<file path="src/design/urd_pkg.sv">
// ----------------------------------------------------------------------------
// urd_pkg: shared types and defaults for the unsigned restoring divider
// Holds the default operand width and the per-stage control struct.
// ----------------------------------------------------------------------------
`default_nettype none

package urd_pkg;

  // Default operand width in bits
  localparam int unsigned DefDataWidth = 32;

  // Control that travels with each item down the pipeline
  typedef struct packed {
    logic valid;     // stage holds an item
    logic div_zero;  // divisor of this item was zero
  } urd_ctrl_t;

endpackage

`default_nettype wire

</file>
<file path="src/design/urd_stage.sv">
// ----------------------------------------------------------------------------
// urd_stage: one restoring division step
// Shifts the next dividend bit into the partial remainder, subtracts the
// divisor when it fits and shifts the new quotient bit into the low end of
// the dividend word. Registers the result when the pipeline advances.
// ----------------------------------------------------------------------------
`default_nettype none

module urd_stage
  import urd_pkg::*;
#(
  parameter int unsigned DataWidth = DefDataWidth
) (
  input  wire logic                 clk_i,
  input  wire logic                 rst_ni,
  input  wire logic                 en_i,
  input  wire urd_ctrl_t            ctrl_i,
  input  wire logic [DataWidth-1:0] rem_i,
  input  wire logic [DataWidth-1:0] nq_i,   // dividend bits left, quotient bits below
  input  wire logic [DataWidth-1:0] den_i,
  output urd_ctrl_t                 ctrl_o,
  output logic      [DataWidth-1:0] rem_o,
  output logic      [DataWidth-1:0] nq_o,
  output logic      [DataWidth-1:0] den_o
);

  urd_ctrl_t              ctrl_q;
  logic [DataWidth-1:0]   rem_d, rem_q;
  logic [DataWidth-1:0]   nq_d, nq_q;
  logic [DataWidth-1:0]   den_q;
  logic [DataWidth:0]     trial;
  logic [DataWidth:0]     diff;
  logic                   take;

  // Partial remainder with the bit shifted out kept on top
  assign trial = {rem_i, nq_i[DataWidth-1]};
  assign diff  = trial - {1'b0, den_i};
  // No borrow means the divisor fits
  assign take  = ~diff[DataWidth];

  always_comb begin
    rem_d = take ? diff[DataWidth-1:0] : trial[DataWidth-1:0];
    nq_d  = {nq_i[DataWidth-2:0], take};
  end

  always_ff @(posedge clk_i or negedge rst_ni) begin
    if (!rst_ni) begin
      ctrl_q <= '0;
    end else if (en_i) begin
      ctrl_q <= ctrl_i;
    end
  end

  always_ff @(posedge clk_i) begin
    if (en_i) begin
      rem_q <= rem_d;
      nq_q  <= nq_d;
      den_q <= den_i;
    end
  end

  assign ctrl_o = ctrl_q;
  assign rem_o  = rem_q;
  assign nq_o   = nq_q;
  assign den_o  = den_q;

endmodule

`default_nettype wire

</file>
<file path="src/design/unsigned_restoring_divider_unit.sv">
// Pipeline: one registered stage per quotient bit between input transfer and result
// valid, one subtract and compare per stage.
// Throughput: one division per cycle; the whole pipeline holds while a result
// waits at the output and the next item still enters if the output is taken.
// Reset: asynchronous, active low; clears all stage valid bits.
// ----------------------------------------------------------------------------
// unsigned_restoring_divider_unit: pipelined unsigned restoring divider
// Radix-2 restoring division, one quotient bit per pipeline stage. A zero
// divisor gives zero quotient and remainder and raises the flag in tuser.
// ----------------------------------------------------------------------------
`default_nettype none

module unsigned_restoring_divider_unit
  import urd_pkg::*;
#(
  parameter int unsigned DATA_WIDTH = DefDataWidth,
  localparam int unsigned TdataWidth = ((2 * DATA_WIDTH + 7) / 8) * 8
) (
  input  wire logic                  clk_i,
  input  wire logic                  rst_ni,
  input  wire logic                  s_axis_tvalid,
  output logic                       s_axis_tready,
  input  wire logic [TdataWidth-1:0] s_axis_tdata,  // dividend, divisor
  output logic                       m_axis_tvalid,
  input  wire logic                  m_axis_tready,
  output logic      [TdataWidth-1:0] m_axis_tdata,  // quotient, remainder
  output logic                       m_axis_tuser   // divided_by_zero
);

  urd_ctrl_t              ctrl  [DATA_WIDTH+1];
  logic [DATA_WIDTH-1:0]  rem   [DATA_WIDTH+1];
  logic [DATA_WIDTH-1:0]  nq    [DATA_WIDTH+1];
  logic [DATA_WIDTH-1:0]  den   [DATA_WIDTH+1];
  logic                   adv;
  logic [DATA_WIDTH-1:0]  quo_out;
  logic [DATA_WIDTH-1:0]  rem_out;

  // Advance everything unless a finished result is held at the output
  assign adv           = m_axis_tready | ~ctrl[DATA_WIDTH].valid;
  assign s_axis_tready = adv;

  assign ctrl[0].valid    = s_axis_tvalid;
  assign ctrl[0].div_zero = (s_axis_tdata[2*DATA_WIDTH-1:DATA_WIDTH] == '0);
  assign rem[0]           = '0;
  assign nq[0]            = s_axis_tdata[DATA_WIDTH-1:0];
  assign den[0]           = s_axis_tdata[2*DATA_WIDTH-1:DATA_WIDTH];

  for (genvar k = 0; k < DATA_WIDTH; k++) begin : g_stage
    urd_stage #(
      .DataWidth(DATA_WIDTH)
    ) u_stage (
      .clk_i (clk_i),
      .rst_ni(rst_ni),
      .en_i  (adv),
      .ctrl_i(ctrl[k]),
      .rem_i (rem[k]),
      .nq_i  (nq[k]),
      .den_i (den[k]),
      .ctrl_o(ctrl[k+1]),
      .rem_o (rem[k+1]),
      .nq_o  (nq[k+1]),
      .den_o (den[k+1])
    );
  end

  // Zero divisor: drop the raw step results
  assign quo_out = ctrl[DATA_WIDTH].div_zero ? '0 : nq[DATA_WIDTH];
  assign rem_out = ctrl[DATA_WIDTH].div_zero ? '0 : rem[DATA_WIDTH];

  assign m_axis_tvalid = ctrl[DATA_WIDTH].valid;
  assign m_axis_tdata  = TdataWidth'({rem_out, quo_out});
  assign m_axis_tuser  = ctrl[DATA_WIDTH].div_zero;

endmodule

`default_nettype wire
</file>
<file path="config.mk">
export PLATFORM = sky130hd
export DESIGN_NAME = unsigned_restoring_divider_unit
export DESIGN_NICKNAME = d
export VERILOG_FILES = /design/src/design/urd_pkg.sv /design/src/design/urd_stage.sv /design/src/design/unsigned_restoring_divider_unit.sv
export SDC_FILE = /design/constraint.sdc
export NUM_CORES = 2
export LEC_CHECK = 0
export BUFFER_PORTS_ARGS = -buffer_cell sky130_fd_sc_hd__buf_2
export CORE_MARGIN = 2
export CORE_UTILIZATION = 55
export DETAILED_ROUTE_END_ITERATION = 16
export PLACE_DENSITY = 0.71
export SLEW_MARGIN = 40
export SYNTH_ARGS = -nofsm -noshare
export SYNTH_HDL_FRONTEND = slang
export SYNTH_SLANG_ARGS = --single-unit
</file>
<file path="constraint.sdc">
create_clock -name clk_i -period 120 [get_ports clk_i]
set_clock_uncertainty 0.1 [all_clocks]
set_input_delay 24 -clock clk_i [delete_from_list [all_inputs] [get_ports clk_i]]
set_output_delay 24 -clock clk_i [all_outputs]
set_load 0.02 [all_outputs]
</file>
==> impl_metrics.ini <==
[yosys]
synth_compound_area_share_pct = 11.6
ys.flop_type = edfxtp_1
synth_cell_types = 111
synthAdderAreaFrac_pct = 8.16
synthSimpleGateAreaFrac_pct = 6.81
ys_warn_count = 0
synth_mux_area_share_pct = 7.09
syn_area_um2 = 160000
synth_xor_area_share_pct = 4.66
avgSynthCellArea_um2 = 12.8
ys_seq_area_share_pct = 58.1
ys_seq_elements = 3104
synth_edf_count = 3040
synth_top_family_by_area = compound AO/OA/AOI/OAI gates
synthCells = 12483
async_reset_ff_share_pct = 2.06

[global_route]
grt_max_degree = 187
grt_use_met2_pct = 37.2
antenna_found_initial = 8
grt.overflow.total = 0
grt_pass1_wl_um = 530000
gr-max-usage-layer = met2
first_global_vias = 96526
grtUsageMet1_pct = 30.5
grt_use_total_pct = 22.4
use_met3_pct = 2.88

[hold_path]
hp-class = flip-flop to flip-flop
hold_start = g_stage[5].u_stage.nq_o[1]
holdPathStages = 0
hold_end = g_stage[6].u_stage.nq_o[2]

[worst_setup_path]
arrival_ns = 24.96
worst-path-buf-inv = 3
crit_top_cell = buf_2
reg2reg_depth = 8
r2r-start = g_stage[31].u_stage.ctrl_o[1]
rr_endpoint = g_stage[15].u_stage.nq_o[0]
crit_slowest_cell = inv_8
crit_required_ns = 95.90
path_max_fanout = 85
crit_family = buffers and inverters
path_class = input port to output pin
reg2reg_slack_ns = 114.32
end_kind = output pin
start_kind = input port
crit_chain = buf_2, nor2b_4, inv_8, buf_2
cp_slowest_stage_delay_ns = 0.40

[detailed_routing]
first_pass_iters = 7
vias = 97885
wl_per_cell_um = 19.8
wl_um = 336000
viasPerCell = 5.78
drtIter0Drc = 7995
drc = 0
ant_nets = 0

[final_layout]
n_fill_cell = 22164
drive_above_1_share_pct = 13.0
final_common_cell = edfxtp_1
nNetsFinal = 13860
stdcell_area_um2 = 176000
fin_util_pct = 60.8
multiInputGateArea_um2 = 61600
final_cell_mix = 3,040 x edfxtp_1, 1,210 x inv_1, 994 x ha_1
area_delta_synth_final_pct = 10.2
regArea_um2 = 92900

[clock_tree]
cts_root_buffer = clkbuf_16
clock_path_buffers = 4
cts.sinks = 3104
cts-buffers-inserted = 333
tritoncts = built
cts_hold_buf = 0
clk_latency_ns = 0.93
cts_setup_buffers = 0
htreeDepth = 5
clkSlewWorstSetupHoldPaths_ns = 0.06
cts_resized = 0

[outcome]
status = finished clean

[sta]
setup-tns-final_ns = 0
rsz0062_at_grt = false
setup_violations = 0
postLayoutSetupSlackWorst_ns = 70.94
hold_viol = 0
fin_crit_ns = 49.06
report.final.slew_viol_count = 0
post-route-period-util_pct = 40.9
relSlewSlack_pct = 35.0
worstMarginPinSlew_ns = 0.967
max_freq_mhz = 20.4

[place]
port_buffers = 134
hpwlAfterDp_um = 245000
place_area_um2 = 165000
place_ws_ns = 70.94
gp_congestion = 0.913

[floorplanning]
io_pins = 135
core-area_um2 = 290000
die_x_um = 543
dieArea_um2 = 295000
rows = 198
die_y_um = 543
initial_core_util_pct = 55.2

[run]
drv_cap = 0
==> metrics by stage <==
stage | hold slack (ns) | std cells
finish | 0.288 | 16946
detailed placement | 0.305 | 16326
global route | 0.272 | 16945
global placement | 0.300 | 16319
CTS | 0.285 | 16937
floorplan | 0.300 | 12497
==> worst reg2reg max path, cell delays in order, from the launching register on <==
cell and delay, ns:
dfrtp_1 0.37, nor2b_4 0.15, inv_8 0.40, buf_4 0.81, buf_12 0.64, buf_6 0.74
buf_6 0.57, buf_4 0.70, buf_4 0.81
==> cell type report <==
type	count	area share [%]
clock buffer	401	4.90
multi-input combinational	7902	34.9
antenna	3	0.00426
sequential	3104	52.7
clock inverter	210	1.24
timing repair buffer	214	0.910
inverter	1212	2.58
tap	3900	2.77
==> worst max path at each step <==
| stage | cells after the start | to | slack, ns | startpoint |
|---|---|---|---|---|
| 2_1_floorplan | 3 | s_axis_tready | 13.37 | m_axis_tready |
| 3_3_place_gp | 4 | s_axis_tready | 70.97 | m_axis_tready |
| 3_5_place_dp | 4 | s_axis_tready | 70.94 | m_axis_tready |
| 4_1_cts | 4 | s_axis_tready | 70.95 | m_axis_tready |
| 5_1_grt | 4 | s_axis_tready | 70.90 | m_axis_tready |
| 6_report | 4 | s_axis_tready | 70.94 | m_axis_tready |
==> flip-flops by register name (all words and copies together), names as in the netlist <==
signal / count
g_stage.u_stage.rem_o: 1024
g_stage.u_stage.den_o: 992
g_stage.u_stage.nq_o: 1024
g_stage.u_stage.ctrl_o: 64
==> cell families (layout without fill, tap and decap cells) <==
family | Yosys count | count (layout)
AOI/OAI and AO/OA | 2823 | 2823
muxes | 999 | 999
DFF | 3104 | 3104
adders and majority gates | 1025 | 1025
buffers and inverters | 1491 | 2037
and+or+nand+nor | 2199 | 2199
other | 1 | 18
xor gates and xnor gates | 841 | 841
==> synth_stat cells, types with 32 or more instances <==
cell type	instances	area [um2]
xnor2_1	557	4880
nor2b_1	193	1210
o21bai_1	102	766
inv_1	1212	4550
a31oi_1	77	482
a21oi_1	869	4350
nand2b_1	131	820
buf_2	81	405
nand3_1	187	936
nor3_1	130	651
o31a_1	47	412
mux2_4	53	796
clkbuf_1	163	612
edfxtp_1	3040	91300
mux2_1	39	439
nor2_1	544	2040
o21ai_0	440	2200
o21ai_1	32	160
mux2i_1	90	901
a211oi_1	69	518
and3_1	93	582
xor2_1	272	2380
a21o_1	463	3480
a21boi_0	34	255
nand2_1	545	2050
o31ai_1	64	480
and4_1	34	298
and2_1	54	338
o211ai_1	81	608
ha_1	994	12400
nand4_1	138	863
o21a_1	178	1340
dfrtp_1	64	1600
mux2_2	817	9200
==> metal layers <==
| metal | vias up | routed length, um | part of all wire (%) |
|---|---|---|---|
| li1 | 47083 | - | - |
| met1 | 47674 | 149000 | 44 |
| met5 | - | 0 | 0 |
| met4 | 0 | 11300 | 3.4 |
| met3 | 652 | 15100 | 4.5 |
| met2 | 2476 | 161000 | 48 |
Power is not shown: default switching activity piles up to over one toggle a cycle in this logic, so the estimate is an artifact.
